## config.mk

```make
export PLATFORM = sky130hd
export DESIGN_NAME = npcs_cell
export DESIGN_NICKNAME = d
export VERILOG_FILES = /design/src/design/npcs_pkg.sv /design/src/design/npcs_cell.sv
export SDC_FILE = /design/constraint.sdc
export NUM_CORES = 1
export LEC_CHECK = 0
export ABC_AREA = 1
export BUFFER_PORTS_ARGS = -buffer_cell sky130_fd_sc_hd__buf_2
export CAP_MARGIN = 10
export CORE_UTILIZATION = 35
export CTS_CLUSTER_DIAMETER = 100
export CTS_CLUSTER_SIZE = 30
export DETAILED_ROUTE_END_ITERATION = 12
export PLACE_DENSITY_LB_ADDON = 0.2
export SYNTH_ARGS = -nofsm -noshare
export SYNTH_HDL_FRONTEND = slang
export SYNTH_SLANG_ARGS = --single-unit
```

## constraint.sdc

```tcl
create_clock -name clk -period 7.7 [get_ports clk]
set_input_delay 0.77 -clock clk [delete_from_list [all_inputs] [get_ports clk]]
set_output_delay 0.77 -clock clk [all_outputs]
set_load 0.1 [all_outputs]
```

## src/design/npcs_pkg.sv

```systemverilog
// Types and constants of the nearest palette color search.
package npcs_pkg;

	localparam int unsigned CHAN_W    = 8;
	localparam int unsigned IDX_W     = 8;
	localparam int unsigned DIST_W    = 18;
	localparam int unsigned SQ_W      = 2 * CHAN_W;
	localparam int unsigned COUNT_W   = 9;
	localparam int unsigned MAX_CELLS = 256;

	localparam logic MODE_LOAD  = 1'b0;
	localparam logic MODE_QUERY = 1'b1;

	localparam logic [COUNT_W-1:0] ENTRIES_RESET = 9'd256;

	typedef struct packed {
		logic              mode;
		logic [IDX_W-1:0]  entry_index;
		logic [CHAN_W-1:0] red_level;
		logic [CHAN_W-1:0] green_level;
		logic [CHAN_W-1:0] blue_level;
	} npcs_in_t;

	typedef struct packed {
		logic [IDX_W-1:0]  nearest_index;
		logic [DIST_W-1:0] nearest_distance;
	} npcs_out_t;

	typedef struct packed {
		logic [CHAN_W-1:0] red;
		logic [CHAN_W-1:0] green;
		logic [CHAN_W-1:0] blue;
	} npcs_color_t;

	// Entry write broadcast to every cell.
	typedef struct packed {
		logic             en;
		logic [IDX_W-1:0] idx;
		npcs_color_t      color;
	} npcs_wr_t;

	// Running best handed from cell to cell.
	typedef struct packed {
		logic              valid;
		logic [IDX_W-1:0]  idx;
		logic [DIST_W-1:0] sq_dist;
	} npcs_best_t;

endpackage

```

## src/design/npcs_cell.sv

```systemverilog
// One palette cell: holds an entry, its distance to the query and a stage of the running best.
module npcs_cell
	import npcs_pkg::*;
(
	input  logic             clk,
	input  logic             arst_n,
	input  logic [IDX_W-1:0] cell_idx,
	input  logic             active,
	input  npcs_wr_t         wr,
	input  npcs_color_t      query,
	input  npcs_best_t       best_in,
	output npcs_best_t       best_out
);

	npcs_color_t       entry_q;
	logic [DIST_W-1:0] dist_q;
	npcs_best_t        best_q;

	logic [CHAN_W-1:0] dr, dg, db;
	logic [SQ_W-1:0]   sr, sg, sb;
	logic [DIST_W-1:0] dist_d;
	logic              take;

	always_comb begin
		dr     = (entry_q.red   > query.red)   ? entry_q.red   - query.red
		                                       : query.red   - entry_q.red;
		dg     = (entry_q.green > query.green) ? entry_q.green - query.green
		                                       : query.green - entry_q.green;
		db     = (entry_q.blue  > query.blue)  ? entry_q.blue  - query.blue
		                                       : query.blue  - entry_q.blue;
		sr     = SQ_W'(dr) * SQ_W'(dr);
		sg     = SQ_W'(dg) * SQ_W'(dg);
		sb     = SQ_W'(db) * SQ_W'(db);
		dist_d = DIST_W'(sr) + DIST_W'(sg) + DIST_W'(sb);
	end

	// strict less-than keeps the lower index on a tie
	assign take = active && (!best_in.valid || (dist_q < best_in.sq_dist));

	always_ff @(posedge clk) begin
		if (wr.en && (wr.idx == cell_idx)) begin
			entry_q <= wr.color;
		end
		dist_q <= dist_d;
	end

	always_ff @(posedge clk or negedge arst_n) begin
		if (!arst_n) begin
			best_q <= '0;
		end else if (take) begin
			best_q <= '{valid: 1'b1, idx: cell_idx, sq_dist: dist_q};
		end else begin
			best_q <= best_in;
		end
	end

	assign best_out = best_q;

endmodule

```

==> reports/metrics.csv, run 1 <==
metric,value,unit
status,"finished, final reports clean",
overflow,0,
num_vias,8393,
final_common_cell,inv_1,
ys_warn_count,0,
track_usage,16.8,%
ant_nets,0,
cts_tree,built,
holdWs,0.450,ns
routed_via_density,4.45,
arrival,7.51,ns
die_w,176,um
grt_first_pass_wirelength,41.0,mm
h-tree-depth,3,
cts_buffer_depth,2,
cts_resized,0,
critPathMaxStageDelay,0.58,ns
required,7.93,ns
min_period,7.28,ns
fin_crit_sh,94.5,%
synth_area_leaders,"fa_1 26%, ha_1 16%, inv_1 13%",
cts-root-buf,clkbuf_16,
rows,63,
slew_headroom,56.4,%
grt_pass1_vias,8748,
areaGrowthSynthToFinish,14.2,%
netlist_area,0.0106,mm^2
clkLatencyLatePin,0.34,ns
numPortBuffers,121,
wl,24.0,mm
grt_setup_unrepaired,false,
layout-drive-gt1-share,13.5,%
skew,0.00938,ns
cts_hold_buf,0,
initial_core_util,35.7,%
ys_seq_area_share,16.5,%
drt-initial-drc-count,312,
crit_type,in2reg,
die_y,176,um
setup_viol,0,
dp_hpwl,21.0,mm
drv_cap,0,
critPathBufInv,5,
tns,0,ns
final_cell_mix,"354 x inv_1, 277 x nand2_1, 138 x fa_1, 138 x ha_1, 121 x buf_2",
routedWlPerCell,12.7,um
fin_nets,1863,
hold_path_class,in2async,
ys_types,39,
synth-seq-cells,69,
grt_max_degree,29,
postCtsSetupBuffers,0,
finalHoldViolCount,0,
reg2reg_from,entry_q[8],
post-route-drc-count,0,
path_delay_family,adder cells,
numCtsBuffers,9,
crit_path_start_kind,input pin,
crit_path_max_fanout,7,
synth_top_cell_by_area,fa_1,
syn_inst,1345,
diodes,0,
slowest_stage,fa_1,
synthesis.nets,1717,
ys.flop_type,dfrtp_1,
die-area,0.0310,mm^2
ys_async_sr_fraction,39.1,%
avgSynthCellArea,7.90,um^2
synth_edf_count,24,
cts_sinks,69,
gp_congestion,0.881,
antenna_found_initial,0,
cp-end-kind,flip-flop,
firstDrtPassIters,5,
tightestPinTransition,0.654,ns
clk_pin_slew,0.07,ns
core,0.0297,mm^2
synth_top_area_share,26.0,%
fmax,0.137,GHz
ioPinCount,122,
report.final.slew_viol_count,0,
crit_start,query[8],
final cells by class:
| class | count | area (um^2) |
|---|---|---|
| well taps | 390 | 488 |
| multi-input cells | 901 | 7430 |
| inverters | 358 | 1340 |
| clock inverters | 7 | 47.5 |
| clock buffers | 9 | 225 |
| fillers | 3121 | 17600 |
| flip-flops and latches | 69 | 1760 |
| repair buffers | 152 | 838 |
cells in the mapped netlist (4+ instances only):
cell type and count:
dfrtp_1 27, a21o_1 6, nand2_1 277, edfxtp_1 24
a21oi_1 44, inv_2 4, o21a_1 6, o21bai_1 5
nand3_1 67, fa_1 138, dfxtp_1 18, o21ai_0 17
o21ai_2 4, clkbuf_1 6, xor2_1 21, nor3_1 4
nand2_2 14, inv_1 354, xnor2_1 15, nand4_1 9
ha_1 139, buf_2 5, nor2_1 117
final timing paths:
| kind | cells after the start | slack [ns] | endpoint |
|---|---|---|---|
| min in group clk | 2 | 0.47 | best_out[4] |
| max in group asynchronous | 1 | 6.82 | best_out[18] |
| min reg2reg | 2 | 0.47 | best_out[4] |
| max reg2reg | 29 | 0.47 | dist_q[16] |
| max | 29 | 0.42 | dist_q[16] |
| min | 1 | 0.45 | best_out[5] |
routing by layer:
| layer | wire length (um) | up-vias | track usage [%] |
|---|---|---|---|
| met2 | 11900 | 141 | 30.5 |
| met5 | 0 | - | 0 |
| met1 | 11000 | 3939 | 21.0 |
| met4 | 269 | 0 | 3.73 |
| met3 | 917 | 11 | 1.92 |
| li1 | - | 4302 | - |
through the flow:
| step | worst slack, ns | area [um^2] | util [%] | instances |
|---|---|---|---|---|
| 2_1_floorplan | 0.616 | 10600 | - | 1345 |
| 3_3_place_gp | 0.0206 | 11800 | 39.9 | 1870 |
| 3_5_place_dp | 0.00164 | 11800 | 39.9 | 1870 |
| 4_1_cts | 0.355 | 12100 | 40.8 | 1886 |
| 5_1_grt | 0.0293 | 12100 | 40.8 | 1886 |
| 6_report | 0.423 | 12100 | 40.8 | 1886 |
flip-flops by register name, summed over array words and instances, names as in the netlist:
register / cells
dist_q: 18
best_out: 27
entry_q: 24
worst reg2reg max path: cells and delay by family (launching register included):
| kind | cells | cell delay (ns) |
|---|---|---|
| compound gates | 3 | 0.63 |
| flops | 1 | 0.40 |
| simple gates | 11 | 1.11 |
| buf+inv | 5 | 0.43 |
| fa+ha+maj | 10 | 4.54 |
logic make-up (layout without fill, tap and decap cells):
group | after synthesis | in the layout | synth area share, %
and+or+nand+nor | 497 | 497 | 19.3
buffers and inverters | 375 | 526 | 13.6
adders and majority gates | 277 | 277 | 42.4
AOI/OAI and AO/OA | 91 | 91 | 5.22
DFF | 69 | 69 | 16.5
xor gates and xnor gates | 36 | 36 | 2.97
Power of run 1 is left out: the tool's default activity adds up to more than one toggle a clock period on the data nets, which glitch-free logic cannot reach.
==> run 2: changes to the inputs <==
--- a/config.mk
+++ b/config.mk
@@ -5,7 +5,6 @@
 export SDC_FILE = /design/constraint.sdc
 export NUM_CORES = 1
 export LEC_CHECK = 0
-export ABC_AREA = 1
 export BUFFER_PORTS_ARGS = -buffer_cell sky130_fd_sc_hd__buf_2
 export CAP_MARGIN = 10
 export CORE_UTILIZATION = 35
==> reports/metrics.csv, run 2 <==
metric,value,unit,change
ys_async_sr_fraction,39.1,%,unchanged
layout-drive-gt1-share,31.4,%,+18 points
final_cell_mix,"264 x inv_1, 152 x buf_4, 131 x ha_1",,
syn_inst,1022,,-24%
grt_max_degree,28,,-3.4%
crit_start,query[16],,
tightestPinTransition,0.590,ns,-0.0645 ns
finalHoldViolCount,0,,unchanged
firstDrtPassIters,4,,-1
min_period,7.48,ns,+0.204 ns
cp-end-kind,flip-flop,,
final_common_cell,inv_1,,
hold_path_class,in2async,,
holdWs,0.414,ns,-0.0362 ns
setup_viol,0,,unchanged
design_area,0.0128,mm^2,+5.3%
ff2ff_setup_slack,0.24,ns,-0.23 ns
cts_tree,built,,
gp_congestion,0.867,,-1.7%
required,7.98,ns,+0.05 ns
fin_crit_sh,97.2,%,+2.6 points
crit_top_cell,fa_1,,
dp_hpwl,18.8,mm,-11%
die_y,171,um,-3.1%
synth-seq-cells,69,,unchanged
synth_commonest_cells,"272 x inv_1, 139 x ha_1, 138 x fa_1, 76 x nor2_1, 41 x a21oi_1",,
slowest_stage,fa_2,,
cts_buffer_depth,2,,unchanged
multiInputGateArea,0.00739,mm^2,-0.62%
crit_path_start_kind,input pin,,
critPathBufInv,4,,-1
antenna_found_initial,0,,unchanged
path_delay_family,adder cells,,
critPathMaxStageDelay,0.65,ns,+0.07 ns
initial_core_util,35.7,%,about the same
overflow,0,,unchanged
fill_cells,2716,,-13%
post-route-drc-count,0,,unchanged
numCtsBuffers,9,,unchanged
crit_type,in2reg,,
cts_sinks,69,,unchanged
status,"finished, final reports clean",,
routed_via_density,4.42,,-0.62%
tns,0,ns,unchanged
h-tree-depth,3,,unchanged
ys_types,62,,+59%
ys.flop_type,dfrtp_1,,
fin_nets,1664,,-11%
reg2reg_from,entry_q[0],,
ant_nets,0,,unchanged
clkLatencyLatePin,0.36,ns,+0.02 ns
synth_most_common_cell,inv_1,,
grt_setup_unrepaired,true,,
grt_first_pass_wirelength,35.9,mm,-12%
synth_top_cell_by_area,fa_1,,
skew,0.00652,ns,-0.00286 ns
synth_edf_count,24,,unchanged
die_w,171,um,-3.1%
diodes,0,,unchanged
fmax,0.134,GHz,-2.7%
seq_area,0.00176,mm^2,unchanged
drt-initial-drc-count,221,,-29%
clk_pin_slew,0.06,ns,about the same
arrival,7.76,ns,+0.25 ns
drv_cap,0,,unchanged
grt_pass1_vias,7733,,-12%
cts_hold_buf,0,,unchanged
slew_headroom,60.7,%,+4.3 points
post-route-util,45.8,%,+5.0 points
die-area,0.0291,mm^2,-6.2%
crit_path_max_fanout,5,,-2
routedWlPerCell,12.9,um,+0.92%
place_area,0.0121,mm^2,+2.1%
synth_top_area_share,27.8,%,+1.7 points
core,0.0279,mm^2,-6.3%
track_usage,15.7,%,-1.0 points
num_vias,7408,,-12%
netlist_area,0.00995,mm^2,-6.3%
wl,21.5,mm,-10%
report.final.slew_viol_count,0,,unchanged
avgSynthCellArea,9.74,um^2,+23%
synth_area_leaders,"fa_1 28%, ha_1 17%, inv_1 10%",,
numPortBuffers,121,,unchanged
ioPinCount,122,,unchanged
rows,61,,-3.2%
cts-root-buf,clkbuf_16,,
ys_seq_area_share,17.6,%,+1.1 points
ys_warn_count,0,,unchanged
largest_reg_flops,27,,unchanged
areaGrowthSynthToFinish,28.3,%,
synthesis.nets,1394,,-19%
run 2: changes by cell type after synthesis, moves of 14 or more:
cell / before / now
inv_1: 354 / 272
nor2_1: 117 / 76
nand2b_1: 0 / 17
mux2i_1: 0 / 19
nand2_1: 277 / 26
mux2_2: 0 / 26
nand2_2: 14 / 0
nand3_1: 67 / 4
run 2: cell families after synthesis:
family          count (synthesis)  share of synthesized area (%)
simple gates                  165                           7.86
flops                          69                           17.6
buf+inv                       294                           11.5
fa+ha+maj                     277                           45.2
compound gates                126                           8.47
xor+xnor                       46                           4.42
mux                            45                           4.85
run 2: path summary, 6_finish.rpt:
path,to,cells after the start
min reg2reg,best_out[0],1
min in group clk,best_out[0],1
min,best_out[1],1
max,dist_q[17],27
max reg2reg,dist_q[17],30
max in group asynchronous,best_out[20],1
run 2: per-stage QoR:
stage	cells	setup slack, ns
6_report	1675	0.219
4_1_cts	1669	0.00186
2_1_floorplan	1022	-0.0719
3_5_place_dp	1653	-0.412
5_1_grt	1675	-0.0681
3_3_place_gp	1653	-0.320
run 2: what timing repair did:
action / 4_1_cts / 5_1_grt
resized for setup: 3 / 71
buffers inserted: 0 / 6
endpoints found under the setup margin: 1 / 9
pin swaps: 0 / 48
run 2: layout make-up:
| type | count | share of cell area [%] |
|---|---|---|
| Sequential cell | 69 | 13.8 |
| Clock buffer | 10 | 1.87 |
| Clock inverter | 6 | 0.529 |
| Inverter | 275 | 8.08 |
| Tap cell | 378 | 3.70 |
| Multi-Input combinational cell | 659 | 57.8 |
| Timing Repair Buffer | 278 | 14.2 |
run 2: metal layers:
layer / part of all wire, % / global-route usage (%) / vias to the layer above / wire, um
met4: 1.3 / 4.47 / 0 / 280
li1: - / - / 3715 / -
met5: 0 / 0 / - / 0
met2: 49 / 27.2 / 106 / 10600
met1: 46 / 20.3 / 3568 / 9860
met3: 3.8 / 2.22 / 19 / 829
Power of run 2 is left out for the same reason.
==> run 3: changes to the inputs <==
--- a/config.mk
+++ b/config.mk
@@ -7,11 +7,13 @@
 export LEC_CHECK = 0
 export BUFFER_PORTS_ARGS = -buffer_cell sky130_fd_sc_hd__buf_2
 export CAP_MARGIN = 10
+export CELL_PAD_IN_SITES_DETAIL_PLACEMENT = 1
+export CELL_PAD_IN_SITES_GLOBAL_PLACEMENT = 1
 export CORE_UTILIZATION = 35
 export CTS_CLUSTER_DIAMETER = 100
 export CTS_CLUSTER_SIZE = 30
 export DETAILED_ROUTE_END_ITERATION = 12
-export PLACE_DENSITY_LB_ADDON = 0.2
+export PLACE_DENSITY_LB_ADDON = 0.1
 export SYNTH_ARGS = -nofsm -noshare
 export SYNTH_HDL_FRONTEND = slang
 export SYNTH_SLANG_ARGS = --single-unit
==> constraint.sdc (replaced) <==
create_clock -name clk -period 7.6 [get_ports clk]
set_input_delay 0.76 -clock clk [delete_from_list [all_inputs] [get_ports clk]]
set_output_delay 0.76 -clock clk [all_outputs]
set_load 0.1 [all_outputs]
==> reports/metrics.csv, run 3 (same netlist as run 2, synthesis figures left out) <==
metric,value,unit,change
grt_first_pass_wirelength,41.8,mm,+16%
firstDrtPassIters,4,,unchanged
finalHoldViolCount,0,,unchanged
numPortBuffers,121,,unchanged
fin_crit_sh,99.3,%,
crit_path_max_fanout,5,,unchanged
gp_congestion,0.801,,-7.5%
diodes,0,,unchanged
core,0.0279,mm^2,unchanged
tightestPinTransition,0.624,ns,+0.0346 ns
required,7.89,ns,-0.09 ns
ant_nets,0,,unchanged
path_delay_family,adder cells,,
grt_max_degree,28,,unchanged
fin_cells,1716,,+2.4%
final_common_cell,inv_1,,
place_inst,1678,,+1.5%
num_vias,7743,,+4.5%
drv_cap,0,,unchanged
drt-initial-drc-count,166,,-25%
die_y,171,um,unchanged
cts-root-buf,clkbuf_16,,
crit_path_start_kind,input pin,,
post-route-util,47.4,%,+1.5 points
largest_reg_flops,27,,unchanged
critPathMaxStageDelay,0.57,ns,-0.08 ns
dp_slack,-0.660,ns,-0.248 ns
skew,0.0176,ns,+0.0111 ns
die-area,0.0291,mm^2,unchanged
ioPinCount,122,,unchanged
report.final.slew_viol_count,0,,unchanged
crit_start,query[22],,
cts_hold_buf,0,,unchanged
status,"finished, final reports clean",,
critPathBufInv,5,,+1
dp_hpwl,21.3,mm,+14%
cts_tree,built,,
routed_via_density,4.51,,+2.0%
setup_viol,0,,unchanged
final_cell_mix,"261 x inv_1, 190 x buf_4, 130 x ha_1",,
arrival,7.83,ns,+0.07 ns
min_period,7.55,ns,
wl,24.8,mm,+15%
rows,61,,unchanged
h-tree-depth,3,,unchanged
slew_headroom,58.4,%,-2.3 points
initial_core_util,35.7,%,unchanged
fill_cells,3218,,+18%
slowest_stage,fa_1,,
tns,0,ns,unchanged
die_w,171,um,unchanged
crit_top_cell,fa_1,,
routedWlPerCell,14.5,um,+12%
track_usage,18.6,%,+2.9 points
fin_nets,1705,,+2.5%
grt_pass1_vias,8629,,+12%
clkLatencyLatePin,0.36,ns,about the same
grt_setup_unrepaired,true,,
fmax,0.133,GHz,
finalWorstSetupSlack,0.0548,ns,-0.165 ns
layout-drive-gt1-share,34.6,%,+3.2 points
antenna_found_initial,0,,unchanged
post-route-drc-count,0,,unchanged
cts_sinks,69,,unchanged
clk_pin_slew,0.07,ns,about the same
cp-end-kind,flip-flop,,
hold_path_class,in2async,,
areaGrowthSynthToFinish,32.6,%,
cts_buffer_depth,2,,unchanged
numCtsBuffers,9,,unchanged
overflow,0,,unchanged
reg2reg_from,entry_q[16],,
crit_type,in2reg,,
-- run 3: changes by cell type in the layout (fill, tap and decap cells not counted), moves of 3 or more --
cell      change
mux2i_1       +3
buf_4        +38
nor2_2        +3
a21oi_1       -3
buf_6         +3
nand2b_4      +4
xnor2_2       -3
nand2b_1      -4
inv_1         -3
nor2_1        -3
-- run 3: final timing paths --
path                                to  slack, ns  depth (start not counted)
max                         dist_q[17]       0.05                         27
max reg2reg                 dist_q[17]       0.11                         27
min                        best_out[0]       0.41                          1
max in group asynchronous  best_out[9]       6.77                          1
min in group clk           best_out[0]       0.48                          1
min reg2reg                best_out[0]       0.48                          1
-- run 3: per-stage QoR --
| step | instance area [um^2] | hold slack [ns] |
|---|---|---|
| 2_1_floorplan | 10100 | 0.453 |
| 3_5_place_dp | 12400 | 0.485 |
| 4_1_cts | 13000 | 0.421 |
| 3_3_place_gp | 12400 | 0.479 |
| 6_report | 13200 | 0.405 |
| 5_1_grt | 13200 | 0.452 |
-- run 3: layer usage --
metal / track usage [%] / part of all wire [%] / routed length, um
met5: 0 / 0 / 0
met4: 4.31 / 0.87 / 217
met3: 2.22 / 1.8 / 448
met2: 33.9 / 52 / 13000
met1: 23.2 / 45 / 11100
-- run 3: area by class of cell --
cell class | instances | area, um^2 | area share [%]
Multi-Input combinational cell | 659 | 7490 | 56.7
Timing Repair Buffer | 319 | 2120 | 16.1
Sequential cell | 69 | 1760 | 13.3
Inverter | 275 | 1030 | 7.84
Tap cell | 378 | 473 | 3.58
Clock buffer | 10 | 250 | 1.90
Clock inverter | 6 | 75.1 | 0.569
-- run 3: timing repair --
action	CTS	global route
setup buffers	18	6
pin swaps	33	62
gates cloned	0	0
setup endpoints to repair	8	10
resized for setup	30	49
Power of run 3 is left out for the same reason.
